===== src/quoted_printable_decoder_defines.svh =====
// Assertion macros for the quoted-printable decoder.
// Included by the top level; relies on i_clk and i_rst_n being in scope.
`ifndef QUOTED_PRINTABLE_DECODER_DEFINES_SVH
`define QUOTED_PRINTABLE_DECODER_DEFINES_SVH

// Same-cycle implication, disabled while reset is held.
`define QPD_ASSERT_IMPL(lbl, ante, cons, msg) \
    lbl: assert property (@(posedge i_clk) disable iff (!i_rst_n) (ante) |-> (cons)) \
        else $error(msg);

// Next-cycle implication, disabled while reset is held.
`define QPD_ASSERT_NEXT(lbl, ante, cons, msg) \
    lbl: assert property (@(posedge i_clk) disable iff (!i_rst_n) (ante) |=> (cons)) \
        else $error(msg);

`endif


===== src/qpd_pkg.sv =====
// Shared types for the quoted-printable decoder.
// Command and status groups between controller and datapath; no dependencies.
package qpd_pkg;

    // Controller to datapath
    typedef struct packed {
        logic accept;       // take the input transaction and decode it
        logic load_blank;   // move the oldest held blank into the output register
        logic load_tail;    // move the pending decoded byte into the output register
    } t_cmd;

    // Datapath to controller
    typedef struct packed {
        logic plan_blanks;  // the offered byte flushes held blanks
        logic plan_tail;    // the offered byte yields a decoded byte
        logic blank_last;   // one blank left to flush
        logic tail_vld;     // a decoded byte waits behind the blanks
        logic slot_free;    // output register can take a result this cycle
    } t_sts;

endpackage


===== src/quoted_printable_decoder.sv =====
// Quoted-printable decoder, one encoded byte per input transaction. After an
// input transaction that decodes to results, the controller drops o_ready and
// moves one result a cycle into the output register while that register is
// free; a new input transaction is taken only once all results of the last
// one, held blanks and then the decoded byte, are loaded. A downstream stall
// holds the loading. Set i_cfg_wdata high with i_cfg_we to select Q mode (underscore
// decodes to space); write it only while the block is idle.
`include "quoted_printable_decoder_defines.svh"

module quoted_printable_decoder #(
    parameter int BLANK_DEPTH = 16
) (
    input  logic       i_clk,
    input  logic       i_rst_n,
    input  logic       i_cfg_we,
    input  logic       i_cfg_wdata,
    input  logic       i_valid,
    output logic       o_ready,
    input  logic [7:0] i_in_byte,
    input  logic       i_end_of_stream,
    output logic       o_valid,
    input  logic       i_ready,
    output logic [7:0] o_out_byte,
    output logic       o_last_of_run
);
    import qpd_pkg::*;

    t_cmd cmd;
    t_sts sts;

    qpd_ctrl u_ctrl (
        .i_clk   (i_clk),
        .i_rst_n (i_rst_n),
        .i_valid (i_valid),
        .o_ready (o_ready),
        .i_sts   (sts),
        .o_cmd   (cmd)
    );

    qpd_dpath #(
        .BLANK_DEPTH (BLANK_DEPTH)
    ) u_dpath (
        .i_clk           (i_clk),
        .i_rst_n         (i_rst_n),
        .i_cfg_we        (i_cfg_we),
        .i_cfg_wdata     (i_cfg_wdata),
        .i_in_byte       (i_in_byte),
        .i_end_of_stream (i_end_of_stream),
        .i_ready         (i_ready),
        .o_valid         (o_valid),
        .o_out_byte      (o_out_byte),
        .o_last_of_run   (o_last_of_run),
        .i_cmd           (cmd),
        .o_sts           (sts)
    );

    `QPD_ASSERT_IMPL(a_no_load_on_accept, cmd.accept, !(cmd.load_blank || cmd.load_tail), "result loaded while accepting")
    `QPD_ASSERT_IMPL(a_load_needs_slot, cmd.load_blank || cmd.load_tail, sts.slot_free, "output register overwritten")
    `QPD_ASSERT_NEXT(a_load_shows_valid, cmd.load_blank || cmd.load_tail, o_valid, "loaded result not presented")
    `QPD_ASSERT_NEXT(a_tail_is_last, cmd.load_tail, o_last_of_run, "decoded byte not marked last of run")

endmodule


===== src/qpd_ctrl.sv =====
// Sequencer for the quoted-printable decoder.
// Uses qpd_pkg command/status types; drives the datapath of qpd_dpath.
module qpd_ctrl (
    input  logic          i_clk,
    input  logic          i_rst_n,
    input  logic          i_valid,
    output logic          o_ready,
    input  qpd_pkg::t_sts i_sts,
    output qpd_pkg::t_cmd o_cmd
);
    import qpd_pkg::*;

    typedef enum logic [1:0] {
        S_IDLE,
        S_BLANKS,
        S_TAIL
    } t_state;

    t_state r_state;
    t_state n_state;

    always_comb begin
        n_state = r_state;
        o_cmd   = '0;
        o_ready = 1'b0;
        unique case (r_state)
            S_IDLE: begin
                o_ready      = 1'b1;
                o_cmd.accept = i_valid;
                if (i_valid) begin
                    if (i_sts.plan_blanks) begin
                        n_state = S_BLANKS;
                    end else if (i_sts.plan_tail) begin
                        n_state = S_TAIL;
                    end
                end
            end
            S_BLANKS: begin
                o_cmd.load_blank = i_sts.slot_free;
                if (i_sts.slot_free && i_sts.blank_last) begin
                    n_state = i_sts.tail_vld ? S_TAIL : S_IDLE;
                end
            end
            S_TAIL: begin
                o_cmd.load_tail = i_sts.slot_free;
                if (i_sts.slot_free) begin
                    n_state = S_IDLE;
                end
            end
            default: begin
                n_state = S_IDLE;
            end
        endcase
    end

    always_ff @(posedge i_clk) begin
        if (!i_rst_n) begin
            r_state <= S_IDLE;
        end else begin
            r_state <= n_state;
        end
    end

endmodule


===== src/qpd_dpath.sv =====
// Datapath of the quoted-printable decoder: decode state, blank shift line,
// pending byte and output register. Uses qpd_pkg; commanded by qpd_ctrl.
module qpd_dpath #(
    parameter int BLANK_DEPTH = 16
) (
    input  logic          i_clk,
    input  logic          i_rst_n,
    input  logic          i_cfg_we,
    input  logic          i_cfg_wdata,
    input  logic [7:0]    i_in_byte,
    input  logic          i_end_of_stream,
    input  logic          i_ready,
    output logic          o_valid,
    output logic [7:0]    o_out_byte,
    output logic          o_last_of_run,
    input  qpd_pkg::t_cmd i_cmd,
    output qpd_pkg::t_sts o_sts
);
    import qpd_pkg::*;

    localparam int CW = $clog2(BLANK_DEPTH + 1);
    localparam int IW = (BLANK_DEPTH > 1) ? $clog2(BLANK_DEPTH) : 1;

    localparam logic [7:0] C_EQ    = 8'h3D;
    localparam logic [7:0] C_CR    = 8'h0D;
    localparam logic [7:0] C_LF    = 8'h0A;
    localparam logic [7:0] C_USCORE = 8'h5F;
    localparam logic [7:0] C_SPACE = 8'h20;
    localparam logic [7:0] C_TAB   = 8'h09;

    typedef enum logic [1:0] {
        PH_NORMAL,
        PH_EQ,
        PH_EQ_HEX,
        PH_CR
    } t_phase;

    // {is_hex, value}
    function automatic logic [4:0] f_hex(input logic [7:0] c);
        logic [4:0] res;
        res = 5'd0;
        if (c >= 8'h30 && c <= 8'h39) begin
            res = {1'b1, c[3:0]};
        end else if ((c >= 8'h41 && c <= 8'h46) || (c >= 8'h61 && c <= 8'h66)) begin
            res = {1'b1, c[3:0] + 4'd9};
        end
        return res;
    endfunction

    logic                   r_qmode;
    t_phase                 r_phase,     n_phase;
    logic [7:0]             r_first,     n_first;
    logic [BLANK_DEPTH-1:0] r_blank,     n_blank;   // 1 = tab, oldest at bit 0
    logic [CW-1:0]          r_count,     n_count;
    logic [CW-1:0]          r_emit,      n_emit;
    logic                   r_tail_vld,  n_tail_vld;
    logic [7:0]             r_tail_byte, n_tail_byte;
    logic                   r_out_vld;
    logic [7:0]             r_out_byte;
    logic                   r_out_last;

    logic       d_blanks;
    logic       d_tail;
    logic [7:0] d_tail_byte;
    logic [4:0] hx1;
    logic [4:0] hx2;
    logic [7:0] esc_val;
    logic       is_blank;
    logic       is_tab;
    logic       slot_free;

    assign hx1      = f_hex(r_first);
    assign hx2      = f_hex(i_in_byte);
    assign esc_val  = !hx1[4] ? 8'd0 : (hx2[4] ? {hx1[3:0], hx2[3:0]} : {4'd0, hx1[3:0]});
    assign is_tab   = (i_in_byte == C_TAB);
    assign is_blank = is_tab || (i_in_byte == C_SPACE);
    assign slot_free = !r_out_vld || i_ready;

    always_comb begin
        n_phase     = r_phase;
        n_first     = r_first;
        n_blank     = r_blank;
        n_count     = r_count;
        n_emit      = r_emit;
        n_tail_vld  = r_tail_vld;
        n_tail_byte = r_tail_byte;
        d_blanks    = 1'b0;
        d_tail      = 1'b0;
        d_tail_byte = i_in_byte;

        // Decode of the offered byte; committed only on accept
        case (r_phase)
            PH_EQ: begin
                if (i_in_byte == C_LF) begin
                    n_phase = PH_NORMAL;
                end else begin
                    n_first = i_in_byte;
                    n_phase = PH_EQ_HEX;
                end
            end
            PH_EQ_HEX: begin
                d_tail      = (r_first != C_CR);
                d_tail_byte = esc_val;
                n_phase     = PH_NORMAL;
            end
            PH_CR: begin
                d_tail      = 1'b1;
                d_tail_byte = C_LF;
                n_phase     = PH_NORMAL;
            end
            default: begin
                if (is_blank) begin
                    if (r_count == CW'(BLANK_DEPTH)) begin
                        // Store full: evict the oldest blank, append the new one
                        d_tail      = 1'b1;
                        d_tail_byte = r_blank[0] ? C_TAB : C_SPACE;
                        n_blank     = r_blank >> 1;
                        n_blank[BLANK_DEPTH-1] = is_tab;
                    end else begin
                        n_blank[r_count[IW-1:0]] = is_tab;
                        n_count = r_count + CW'(1);
                    end
                end else begin
                    n_count = '0;
                    if (i_in_byte != C_CR && i_in_byte != C_LF) begin
                        d_blanks = (r_count != '0);
                        n_emit   = r_count;
                    end
                    if (i_in_byte == C_EQ) begin
                        n_phase = PH_EQ;
                    end else if (i_in_byte == C_CR) begin
                        n_phase = PH_CR;
                    end else begin
                        d_tail = 1'b1;
                        if (r_qmode && i_in_byte == C_USCORE) begin
                            d_tail_byte = C_SPACE;
                        end
                    end
                end
            end
        endcase

        if (i_end_of_stream) begin
            n_phase = PH_NORMAL;
            n_first = 8'd0;
            n_count = '0;
        end
        n_tail_vld  = d_tail;
        n_tail_byte = d_tail_byte;

        if (!i_cmd.accept) begin
            // Hold decode state; advance emission instead
            n_phase     = r_phase;
            n_first     = r_first;
            n_blank     = r_blank;
            n_count     = r_count;
            n_emit      = r_emit;
            n_tail_vld  = r_tail_vld;
            n_tail_byte = r_tail_byte;
            if (i_cmd.load_blank) begin
                n_blank = r_blank >> 1;
                n_emit  = r_emit - CW'(1);
            end
            if (i_cmd.load_tail) begin
                n_tail_vld = 1'b0;
            end
        end
    end

    always_ff @(posedge i_clk) begin
        if (!i_rst_n) begin
            r_qmode    <= 1'b0;
            r_phase    <= PH_NORMAL;
            r_first    <= 8'd0;
            r_count    <= '0;
            r_emit     <= '0;
            r_tail_vld <= 1'b0;
            r_out_vld  <= 1'b0;
        end else begin
            if (i_cfg_we) begin
                r_qmode <= i_cfg_wdata;
            end
            r_phase    <= n_phase;
            r_first    <= n_first;
            r_count    <= n_count;
            r_emit     <= n_emit;
            r_tail_vld <= n_tail_vld;
            if (i_cmd.load_blank || i_cmd.load_tail) begin
                r_out_vld <= 1'b1;
            end else if (i_ready) begin
                r_out_vld <= 1'b0;
            end
        end
    end

    always_ff @(posedge i_clk) begin
        r_blank     <= n_blank;
        r_tail_byte <= n_tail_byte;
        if (i_cmd.load_blank) begin
            r_out_byte <= r_blank[0] ? C_TAB : C_SPACE;
            r_out_last <= (r_emit == CW'(1)) && !r_tail_vld;
        end else if (i_cmd.load_tail) begin
            r_out_byte <= r_tail_byte;
            r_out_last <= 1'b1;
        end
    end

    assign o_valid       = r_out_vld;
    assign o_out_byte    = r_out_byte;
    assign o_last_of_run = r_out_last;

    assign o_sts.plan_blanks = d_blanks;
    assign o_sts.plan_tail   = d_tail;
    assign o_sts.blank_last  = (r_emit == CW'(1));
    assign o_sts.tail_vld    = r_tail_vld;
    assign o_sts.slot_free   = slot_free;

endmodule

===== config.mk =====
export PLATFORM = sky130hd
export DESIGN_NAME = quoted_printable_decoder
export DESIGN_NICKNAME = d
export VERILOG_FILES = /design/src/qpd_pkg.sv /design/src/quoted_printable_decoder.sv /design/src/qpd_ctrl.sv /design/src/qpd_dpath.sv
export VERILOG_INCLUDE_DIRS = /design/src /design/src/src
export SDC_FILE = /design/constraint.sdc
export NUM_CORES = 1
export LEC_CHECK = 0
export BUFFER_PORTS_ARGS = -buffer_cell sky130_fd_sc_hd__buf_2
export CORE_ASPECT_RATIO = 0.75
export CORE_MARGIN = 2
export CORE_UTILIZATION = 38
export CTS_CLUSTER_SIZE = 30
export DETAILED_ROUTE_END_ITERATION = 8
export GPL_TIMING_DRIVEN = 0
export PLACE_DENSITY = 0.6
export SLEW_MARGIN = 10
export SYNTH_ARGS = -nofsm -noshare
export SYNTH_HDL_FRONTEND = slang
export SYNTH_SLANG_ARGS = --single-unit

===== constraint.sdc =====
create_clock -name i_clk -period 2.2 [get_ports i_clk]
set_input_delay 0.22 -clock i_clk [delete_from_list [all_inputs] [get_ports i_clk]]
set_output_delay 0.22 -clock i_clk [all_outputs]
set_load 0.02 [all_outputs]

==> results of run 1 <==
==> area by class of cell <==
type,instances,area (um2)
buffer,24,131
inverter,16,60.1
sequential,58,1500
tap,128,160
timing repair buffer,26,138
clock inverter,6,41.3
multi-input combinational,310,2020
fill,895,4910
clock buffer,10,239
==> cells by family (layout without fill, tap and decap cells) <==
kind of cell,count (synthesis),in the layout
compound gates,131,131
xor+xnor,2,2
fa+ha+maj,14,14
buf+inv,40,82
flops,58,58
mux,3,3
simple gates,160,160
==> report_power, final <==
part	internal, uW	leakage [uW]	switching (uW)	total (uW)
clock network	790	0.000131	501	1290
registers	1180	0.000509	13.4	1200
logic	111	0.000952	191	302
total	2080	0.00159	706	2790
==> flip-flops by register name, indices dropped and copies added (netlist names), 2 cells and up <==
name / cells
u_dpath.r_emit: 5
u_dpath.o_out_byte: 8
u_dpath.r_blank: 16
u_dpath.r_first: 8
u_dpath.r_phase: 2
u_ctrl.r_state: 2
u_dpath.r_count: 5
u_dpath.r_tail_byte: 8
==> cells in the final DEF (no fill, tap or decap), drive strengths merged, types with 6 or more instances in the layout <==
cell,n
o21ai,30
dfxtp,25
a21oi,39
nand3,10
clkbuf,24
ha,14
a211oi,6
a22o,11
and2,7
nand2b,10
nor2b,10
buf,36
nand2,48
inv,17
edfxtp,33
nor2,36
==> worst reg2reg max path, delay by kind of cell, from the launching register on <==
kind	cells	cell delay [ns]
AND/OR/NAND/NOR	2	0.37
AO/OA/AOI/OAI	3	0.72
flip-flops	1	0.37
adder cells (fa/ha/maj)	1	0.17
buffers and inverters	2	0.27
==> metrics by stage <==
stage	std cells	utilization [%]	area, um2
finish	578	46.6	4290
global route	578	46.6	4290
CTS	576	46.0	4230
detailed placement	559	42.6	3920
global placement	559	42.6	3920
floorplan	408	-	3640
==> worst max-delay path by stage <==
stage                       start                      to  slack, ns  cells after the start
3_3_place_gp         i_in_byte[0]      u_dpath.r_blank[7]      -0.25                     10
6_report       u_dpath.r_count[0]  u_dpath.r_tail_byte[2]       0.06                      8
5_1_grt        u_dpath.r_count[0]  u_dpath.r_tail_byte[2]      -0.02                      8
3_5_place_dp         i_in_byte[0]     u_dpath.r_blank[11]      -0.26                     10
4_1_cts        u_dpath.r_count[1]      u_dpath.r_count[1]       0.04                      8
2_1_floorplan  u_dpath.r_count[0]      u_dpath.r_blank[1]       0.21                      9
==> per-layer routing <==
metal  wire length, um  share of wire (%)  vias to the layer above
li1                  -                  -                     1583
met1              4970                 53                     1532
met2              3620                 39                      108
met3               608                6.5                       10
met4               106                1.1                        0
met5                 0                  0                        -
==> timing repair <==
action	CTS	global route
resized for setup	7	14
buffers inserted	1	2
pin swaps	1	4
setup endpoints to repair	30	34
==> reports/results.ini, run 1 <==
[outcome]
status = complete, no violations

[route]
drt_first_pass_iters = 5
wl_per_cell_um = 16.1
vias = 3233
drc_errors = 0
ant_nets = 0
routed_via_density = 5.59
first_iter_violations = 269
wirelength_um = 9300

[final_layout]
drive_gt1_share_pct = 19.1
areaGrowthSynthToFinish_pct = 17.6
n_antenna_cell = 0
final_nets = 474

[timing]
hold_slack_ns = 0.126
timing.final.hold_violations = 0
relSlewSlack_pct = 48.8
final-setup-viol-count = 0
clock.fmax_mhz = 467
finalMaxSlewViolations = 0
fin_ws_ns = 0.0568
rsz0062_at_grt = true
finalCriticalPeriod_ns = 2.14
finalCritPeriodShare_pct = 97.4
clock_skew_ns = 0.00559
fin_setup_tns_ns = 0
worst_slew_pin_slew_ns = 0.762

[global_routing]
overflow = 0
use_met1_pct = 29.1
met2_usage_pct = 25.1
antenna_found_initial = 0
met3_usage_pct = 4.79
grt_use_total_pct = 18.8
grt_max_degree = 18
grt_pass1_vias = 2874
grt.busiest_layer = met1
grt_pass1_wl_um = 14900

[clock_network]
clk_latency_ns = 0.33
htree_levels = 3
clock-root-buffer = clkbuf_16
postCtsHoldBufs = 0
cts.sinks = 58
numCtsBuffers = 9
clockBufferDepth = 2
cts_tree = built
clkTransAtPathRegs_ns = 0.05

[synthesis]
yosysTopAreaCell = edfxtp_1
yosysMostFrequentCell = nand2_1
synth.cell_area_mm2 = 0.00364
synthTopCellsByArea = edfxtp_1 (27%), dfxtp_1 (14%), a21oi_1 (5.2%)
synth_nets = 437
synth-adder-area-share_pct = 4.81
yosys.area_share.simple_pct = 24.0
yosysWarnings = 0
syn_area_per_cell_um2 = 8.93
synthXorXnorAreaFrac_pct = 0.481
synth_top_area_share_pct = 27.2
synth_cell_types = 73
synth_ff_type = edfxtp_1
synth-compound-area-share_pct = 24.0
synth_edf_count = 33
synth_top_family_by_area = compound AO/OA/AOI/OAI gates
synthMuxAreaShare_pct = 0.859
synthCells = 408
seq_area_frac_synth_pct = 40.9
ys_ff_latch = 58
async_flop_share_pct = 0
synth_common_cells = nand2_1 (48), a21oi_1 (38), nor2_1 (35)

[critical_path]
endpoint_kind = register
slowest_delay_ns = 0.37
cp_top_family = compound AO/OA/AOI/OAI gates
cp_data_arrival_time_ns = 2.22
r2r_start = u_dpath.r_count[0]
path_buf_inv = 2
path_class = register to register
path_max_fanout = 8
required_ns = 2.27
timing.rr.end = u_dpath.r_tail_byte[2]
start_kind = register
r2r_slack_ns = 0.06
worstRegToRegCells = 8
slowest_stage = dfxtp_2
crit_chain = inv_2 > ha_4 > nor4bb_2 > buf_4 > o211ai_1 > a21o_1 > nor2b_1 > a32o_1

[place]
port-buffer-count = 23
dp_hpwl_um = 6830
pre_cts_ws_ns = -0.264
gp_congestion = 0.903

[die]
die_x_um = 117
rows = 30
die_h_um = 88.8
die_area_mm2 = 0.0104
ioPinCount = 26
initial_core_util_pct = 39.6
core-area_mm2 = 0.00920

[power_and_ir_drop]
power.leakage_uw = 0.00159
irDropWorstVdd_uv = 269
p_total_uw = 2790
p_per_area_mw_per_mm2 = 651

[worst_hold_path]
hold_path_end = u_dpath.r_qmode
hold_start = i_cfg_wdata
min_path_type = input port to register
whs_path_depth = 3

[job]
cap_violations = 0

(Power assumes the default switching activity.)
==> inputs of run 2 (changes only) <==
MAX_ROUTING_LAYER = met4   (was unset)
clock period = 2.8 ns   (was 2.2 ns; I/O delays follow)
==> run 2 against run 1 <==
Against the previous run:
- utilization shrank 0.44 points
- worst hold slack gained 0.081 ns
- largest cell class unchanged
- first-iteration DRC count grew 20%
- non-clock buffer count shrank 3
- highest routed layer unchanged
- combinational power shrank 24%
- fmax shrank 13%
- sequential power shrank 22%
- clock power shrank 8%
==> reports/results.ini, run 2 (synthesis results as in run 1) <==
[clock_network]
clk_latency_ns = 0.33  ; about the same
post-cts-setup-buffer-count = 0  ; -1
cts_tree = built
cts.sinks = 58  ; unchanged
postCtsHoldBufs = 0  ; unchanged
clock-root-buffer = clkbuf_16
clockBufferDepth = 2  ; unchanged
clkTransAtPathRegs_ns = 0.05  ; about the same
htree_levels = 3  ; unchanged
numCtsBuffers = 9  ; unchanged
post_cts_resized = 0  ; -7

[critical_path]
slowest_stage = dfxtp_1
crit_chain = inv_1 > ha_1 > nor4bb_1 > buf_2 > nand2b_1 > buf_2 > clkbuf_1 > a21oi_1 > nor2_1
cpMostUsedCell = buf_2
slowest_delay_ns = 0.38  ; about the same
required_ns = 2.84  ; +0.57 ns
path_class = register to register
r2r_slack_ns = 0.33  ; +0.27 ns
cp_data_arrival_time_ns = 2.51  ; +0.29 ns
start_kind = register
endpoint_kind = register
path_max_fanout = 10  ; +2

[die]
die_x_um = 117  ; unchanged
core-area_mm2 = 0.00920  ; unchanged
die_area_mm2 = 0.0104  ; unchanged
rows = 30  ; unchanged
initial_core_util_pct = 39.6  ; unchanged
ioPinCount = 26  ; unchanged
die_h_um = 88.8  ; unchanged

[power_and_ir_drop]
irDropWorstVdd_uv = 306  ; +14%
pwr-share-seq_pct = 39.9  ; -3.0 points
p_sw_uw = 563  ; -20%
internal-power_uw = 1800  ; -14%
comb_power_share_pct = 9.8  ; -1.0 points
p_clk_share_pct = 50.4  ; +4.1 points
p_per_area_mw_per_mm2 = 556  ; -15%
p_sw_share_pct = 23.9  ; -1.4 points
power.leakage_uw = 0.00158  ; -0.61%

[global_routing]
grt_pass1_vias = 2865  ; -0.31%
grt_pass1_wl_um = 14600  ; -1.8%
grt_max_degree = 18  ; unchanged
overflow = 0  ; unchanged
grt_use_total_pct = 19.1  ; +0.26 points
antenna_found_initial = 0  ; unchanged

[route]
drt_first_pass_iters = 5  ; unchanged
routed_via_density = 5.55  ; -0.78%
wirelength_um = 8950  ; -3.8%
first_iter_violations = 324  ; +20%
wl_per_cell_um = 15.6  ; -3.3%
ant_nets = 0  ; unchanged
vias = 3191  ; -1.3%
drc_errors = 0  ; unchanged

[timing]
worst_slew_pin_slew_ns = 0.835  ; +0.0733 ns
clock_skew_ns = 0.00463  ; -0.000956 ns
fin_setup_tns_ns = 0  ; unchanged
relSlewSlack_pct = 43.5  ; -5.2 points
final-setup-viol-count = 0  ; unchanged
rsz0062_at_grt = false
finalCritPeriodShare_pct = 88.3  ; -9.1 points
clock.fmax_mhz = 404  ; -13%
timing.final.hold_violations = 0  ; unchanged
finalMaxSlewViolations = 0  ; unchanged
finalCriticalPeriod_ns = 2.47  ; +0.330 ns

[final_layout]
n_antenna_cell = 0  ; unchanged
fill_cells = 904  ; +1.0%
fin_area_mm2 = 0.00425  ; -0.93%
drive_gt1_share_pct = 15.2  ; -3.9 points
multi_input_area_mm2 = 0.00197  ; -2.3%
final_nets = 471  ; -0.63%
final_cell_mix = nand2_1 (48), a21oi_1 (38), nor2_1 (35)
largest-register = u_dpath.r_blank
seq_area_mm2 = 0.00149  ; -0.33%
areaGrowthSynthToFinish_pct = 16.5
final_common_cell = nand2_1
largest_reg_flops = 16  ; unchanged

[outcome]
status = complete, no violations

[place]
port-buffer-count = 23  ; unchanged
gp_congestion = 0.931  ; +3.0%
placed_cell_area_mm2 = 0.00392  ; unchanged
dp_hpwl_um = 6630  ; -2.9%

[worst_hold_path]
min_path_type = input port to register

[job]
cap_violations = 0  ; unchanged

==> run 2: area by class of cell <==
class | count | share of cell area, %
sequential | 58 | 35.1
multi-input combinational | 310 | 46.5
inverter | 16 | 1.41
buffer | 24 | 2.80
tap | 128 | 3.77
clock inverter | 7 | 2.39
timing repair buffer | 23 | 2.71
clock buffer | 9 | 5.31
==> run 2: layer usage <==
layer	routed length [um]	share of wire (%)	global-route usage [%]	vias to the layer above
li1	-	-	-	1580
met1	4720	53	29.1	1479
met2	3460	39	24.1	125
met3	699	7.8	4.52	7
met4	75	0.84	6.20	0
met5	0	0	-	-
==> run 2: stage by stage <==
stage	setup slack (ns)	power, uW	cells	utilization [%]	hold WS, ns
finish	0.327	2360	575	46.2	0.207
global route	0.162	2440	575	46.2	0.209
CTS	0.347	2380	575	46.2	0.194
detailed placement	0.295	1180	559	42.6	0.476
global placement	0.289	1180	559	42.6	0.476
floorplan	0.809	1120	408	-	0.406
==> run 2: power groups by stage <==
stage / Clock [uW] / Combinational [uW] / Sequential (uW)
2_1_floorplan: 0 / 151 / 965
3_3_place_gp: 0 / 225 / 957
3_5_place_dp: 0 / 226 / 958
4_1_cts: 1210 / 228 / 941
5_1_grt: 1240 / 254 / 944
6_report: 1190 / 231 / 941
==> run 2: worst max-delay path: cells and delay by family, from the launching register on <==
kind	cells	cell delay [ns]
buffers and inverters	4	0.93
AND/OR/NAND/NOR	3	0.47
flip-flops	1	0.38
adder cells (fa/ha/maj)	1	0.31
AO/OA/AOI/OAI	1	0.08
==> run 2: path summary, 6_finish.rpt <==
| kind | start | to | cells after the start |
|---|---|---|---|
| min reg2reg | u_dpath.r_emit[1] | u_dpath.r_emit[1] | 2 |
| min | i_cfg_wdata | u_dpath.r_qmode | 3 |
| max | u_dpath.r_count[0] | u_dpath.r_blank[2] | 9 |
| max reg2reg | u_dpath.r_count[0] | u_dpath.r_blank[2] | 9 |
==> inputs of run 3 (changes only) <==
CORE_UTILIZATION = 65   (was 38)
CTS_BUF_LIST = sky130_fd_sc_hd__clkbuf_16   (was unset)
PLACE_DENSITY = 0.91   (was 0.6)
==> run 3 against run 2 <==
Against the previous run:
- utilization grew 30 points
- combinational power grew 3%
- sequential cell count is the same
- design area shrank 2.9%
- die area shrank 40%
- sequential power is essentially flat
==> reports/results.ini, run 3 (synthesis results as in run 1) <==
[timing]
finalMaxSlewViolations = 0  ; unchanged
finalCritPeriodShare_pct = 87.7  ; -0.61 points
clock_skew_ns = 0.00486  ; +0.000227 ns
hold_slack_ns = 0.192  ; -0.0154 ns
worst_slew_pin_slew_ns = 0.913  ; +0.0776 ns
rsz0062_at_grt = false
clock.fmax_mhz = 407  ; +0.69%
fin_setup_tns_ns = 0  ; unchanged
timing.final.hold_violations = 0  ; unchanged
final-setup-viol-count = 0  ; unchanged
finalCriticalPeriod_ns = 2.46  ; -0.0170 ns
relSlewSlack_pct = 38.3  ; -5.2 points

[power_and_ir_drop]
irDropWorstVdd_uv = 494  ; +61%
p_total_uw = 2170  ; -8.2%
p_per_area_mw_per_mm2 = 525  ; -5.5%
power.leakage_uw = 0.00156  ; -1.7%

[clock_network]
cts.sinks = 58  ; unchanged
post_cts_resized = 0  ; unchanged
htree_levels = 3  ; unchanged
clkTransAtPathRegs_ns = 0.05  ; about the same
clk_latency_ns = 0.33  ; about the same
postCtsHoldBufs = 0  ; unchanged
post-cts-setup-buffer-count = 0  ; unchanged
clockBufferDepth = 2  ; unchanged
clock-root-buffer = clkbuf_16
numCtsBuffers = 9  ; unchanged
cts_tree = built

[global_routing]
overflow = 0  ; unchanged
grt_pass1_vias = 2998  ; +4.6%
grt_max_degree = 18  ; unchanged
grt_use_total_pct = 32.7  ; +14 points
grt_pass1_wl_um = 15000  ; +3.0%
antenna_found_initial = 0  ; unchanged

[critical_path]
cp_data_arrival_time_ns = 2.49  ; -0.02 ns
start_kind = register
slowest_delay_ns = 0.40  ; +0.02 ns
cp_top_family = buffers and inverters
slowest_stage = dfxtp_1
endpoint_kind = register
required_ns = 2.83  ; about the same
crit_chain = inv_1 > ha_1 > nor4bb_1 > buf_2 > nand2b_1 > buf_2 > clkbuf_1 > a21oi_1 > nor2_1
crit_start = u_dpath.r_count[0]
cpMostUsedCell = buf_2
path_max_fanout = 10  ; unchanged
path_buf_inv = 4  ; unchanged
r2r_start = u_dpath.r_count[0]
path_class = register to register

[final_layout]
final_nets = 471  ; unchanged
fill_cells = 376  ; -58%
largest_reg_flops = 16  ; unchanged
final_cell_mix = nand2_1 (48), a21oi_1 (38), nor2_1 (35)
seq_area_mm2 = 0.00149  ; unchanged
drive_gt1_share_pct = 15.0  ; -0.22 points
final_common_cell = nand2_1
n_antenna_cell = 0  ; unchanged
areaGrowthSynthToFinish_pct = 13.2
largest-register = u_dpath.r_blank
multi_input_area_mm2 = 0.00197  ; unchanged

[die]
initial_core_util_pct = 67.7  ; +28 points
ioPinCount = 26  ; unchanged
core-area_mm2 = 0.00538  ; -41%
die_area_mm2 = 0.00623  ; -40%
rows = 23  ; -23%
die_h_um = 68.8  ; -22%
die_x_um = 90.5  ; -23%

[place]
dp_hpwl_um = 6640  ; +0.23%
gp_congestion = 0.955  ; +2.6%
port-buffer-count = 23  ; unchanged

[worst_hold_path]
min_path_type = input port to register
hold_start = i_cfg_wdata

[route]
vias = 3422  ; +7.2%
wirelength_um = 9370  ; +4.7%
drt_first_pass_iters = 8  ; +3
wl_per_cell_um = 17.9  ; +15%
drc_errors = 0  ; unchanged
first_iter_violations = 507  ; +56%
ant_nets = 0  ; unchanged
routed_via_density = 6.56  ; +18%

[job]
cap_violations = 0  ; unchanged

[outcome]
status = complete, no violations

run 3: worst reg2reg max path, stage by stage (launching register included):
cell,delay [ns]
dfxtp_1,0.40
inv_1,0.13
ha_1,0.31
nor4bb_1,0.22
buf_2,0.24
nand2b_1,0.12
buf_2,0.18
clkbuf_1,0.35
a21oi_1,0.07
nor2_1,0.14
run 3: metrics by stage:
stage / cells / util [%] / cell area [um2] / worst slack [ns]
after floorplan: 408 / - / 3640 / 0.809
after global placement: 506 / 71.6 / 3850 / 0.371
after detailed placement: 506 / 71.6 / 3850 / 0.232
after CTS: 522 / 76.6 / 4120 / 0.411
after global routing: 522 / 76.6 / 4120 / 0.148
final: 522 / 76.6 / 4120 / 0.344
run 3: power by group:
part | switching [uW] | internal [uW] | total, uW
combinational | 154 | 83.8 | 238
clock | 393 | 593 | 986
sequential | 11.6 | 930 | 941
total | 558 | 1610 | 2170
run 3: area by class of cell:
class                      count  share of cell area [%]
sequential                    58                    36.2
buffer                        24                    2.88
clock buffer                   9                    5.46
tap                           75                    2.28
timing repair buffer          23                    2.79
multi-input combinational    310                    47.9
clock inverter                 7                    1.09
inverter                      16                    1.46
run 3: final timing paths:
path         slack (ns)  depth (start not counted)                 end
min                0.19                          3     u_dpath.r_qmode
max reg2reg        0.34                          9  u_dpath.r_blank[5]
max                0.34                          9  u_dpath.r_blank[5]
min reg2reg        0.49                          2   u_dpath.r_emit[1]
run 3: routing by layer:
| layer | GRT usage (%) | vias up | wire [um] |
|---|---|---|---|
| met3 | 10.3 | 41 | 1270 |
| met1 | 44.5 | 1540 | 4000 |
| met5 | - | - | 0 |
| met4 | 9.23 | 0 | 184 |
| li1 | - | 1572 | - |
| met2 | 47.6 | 269 | 3910 |
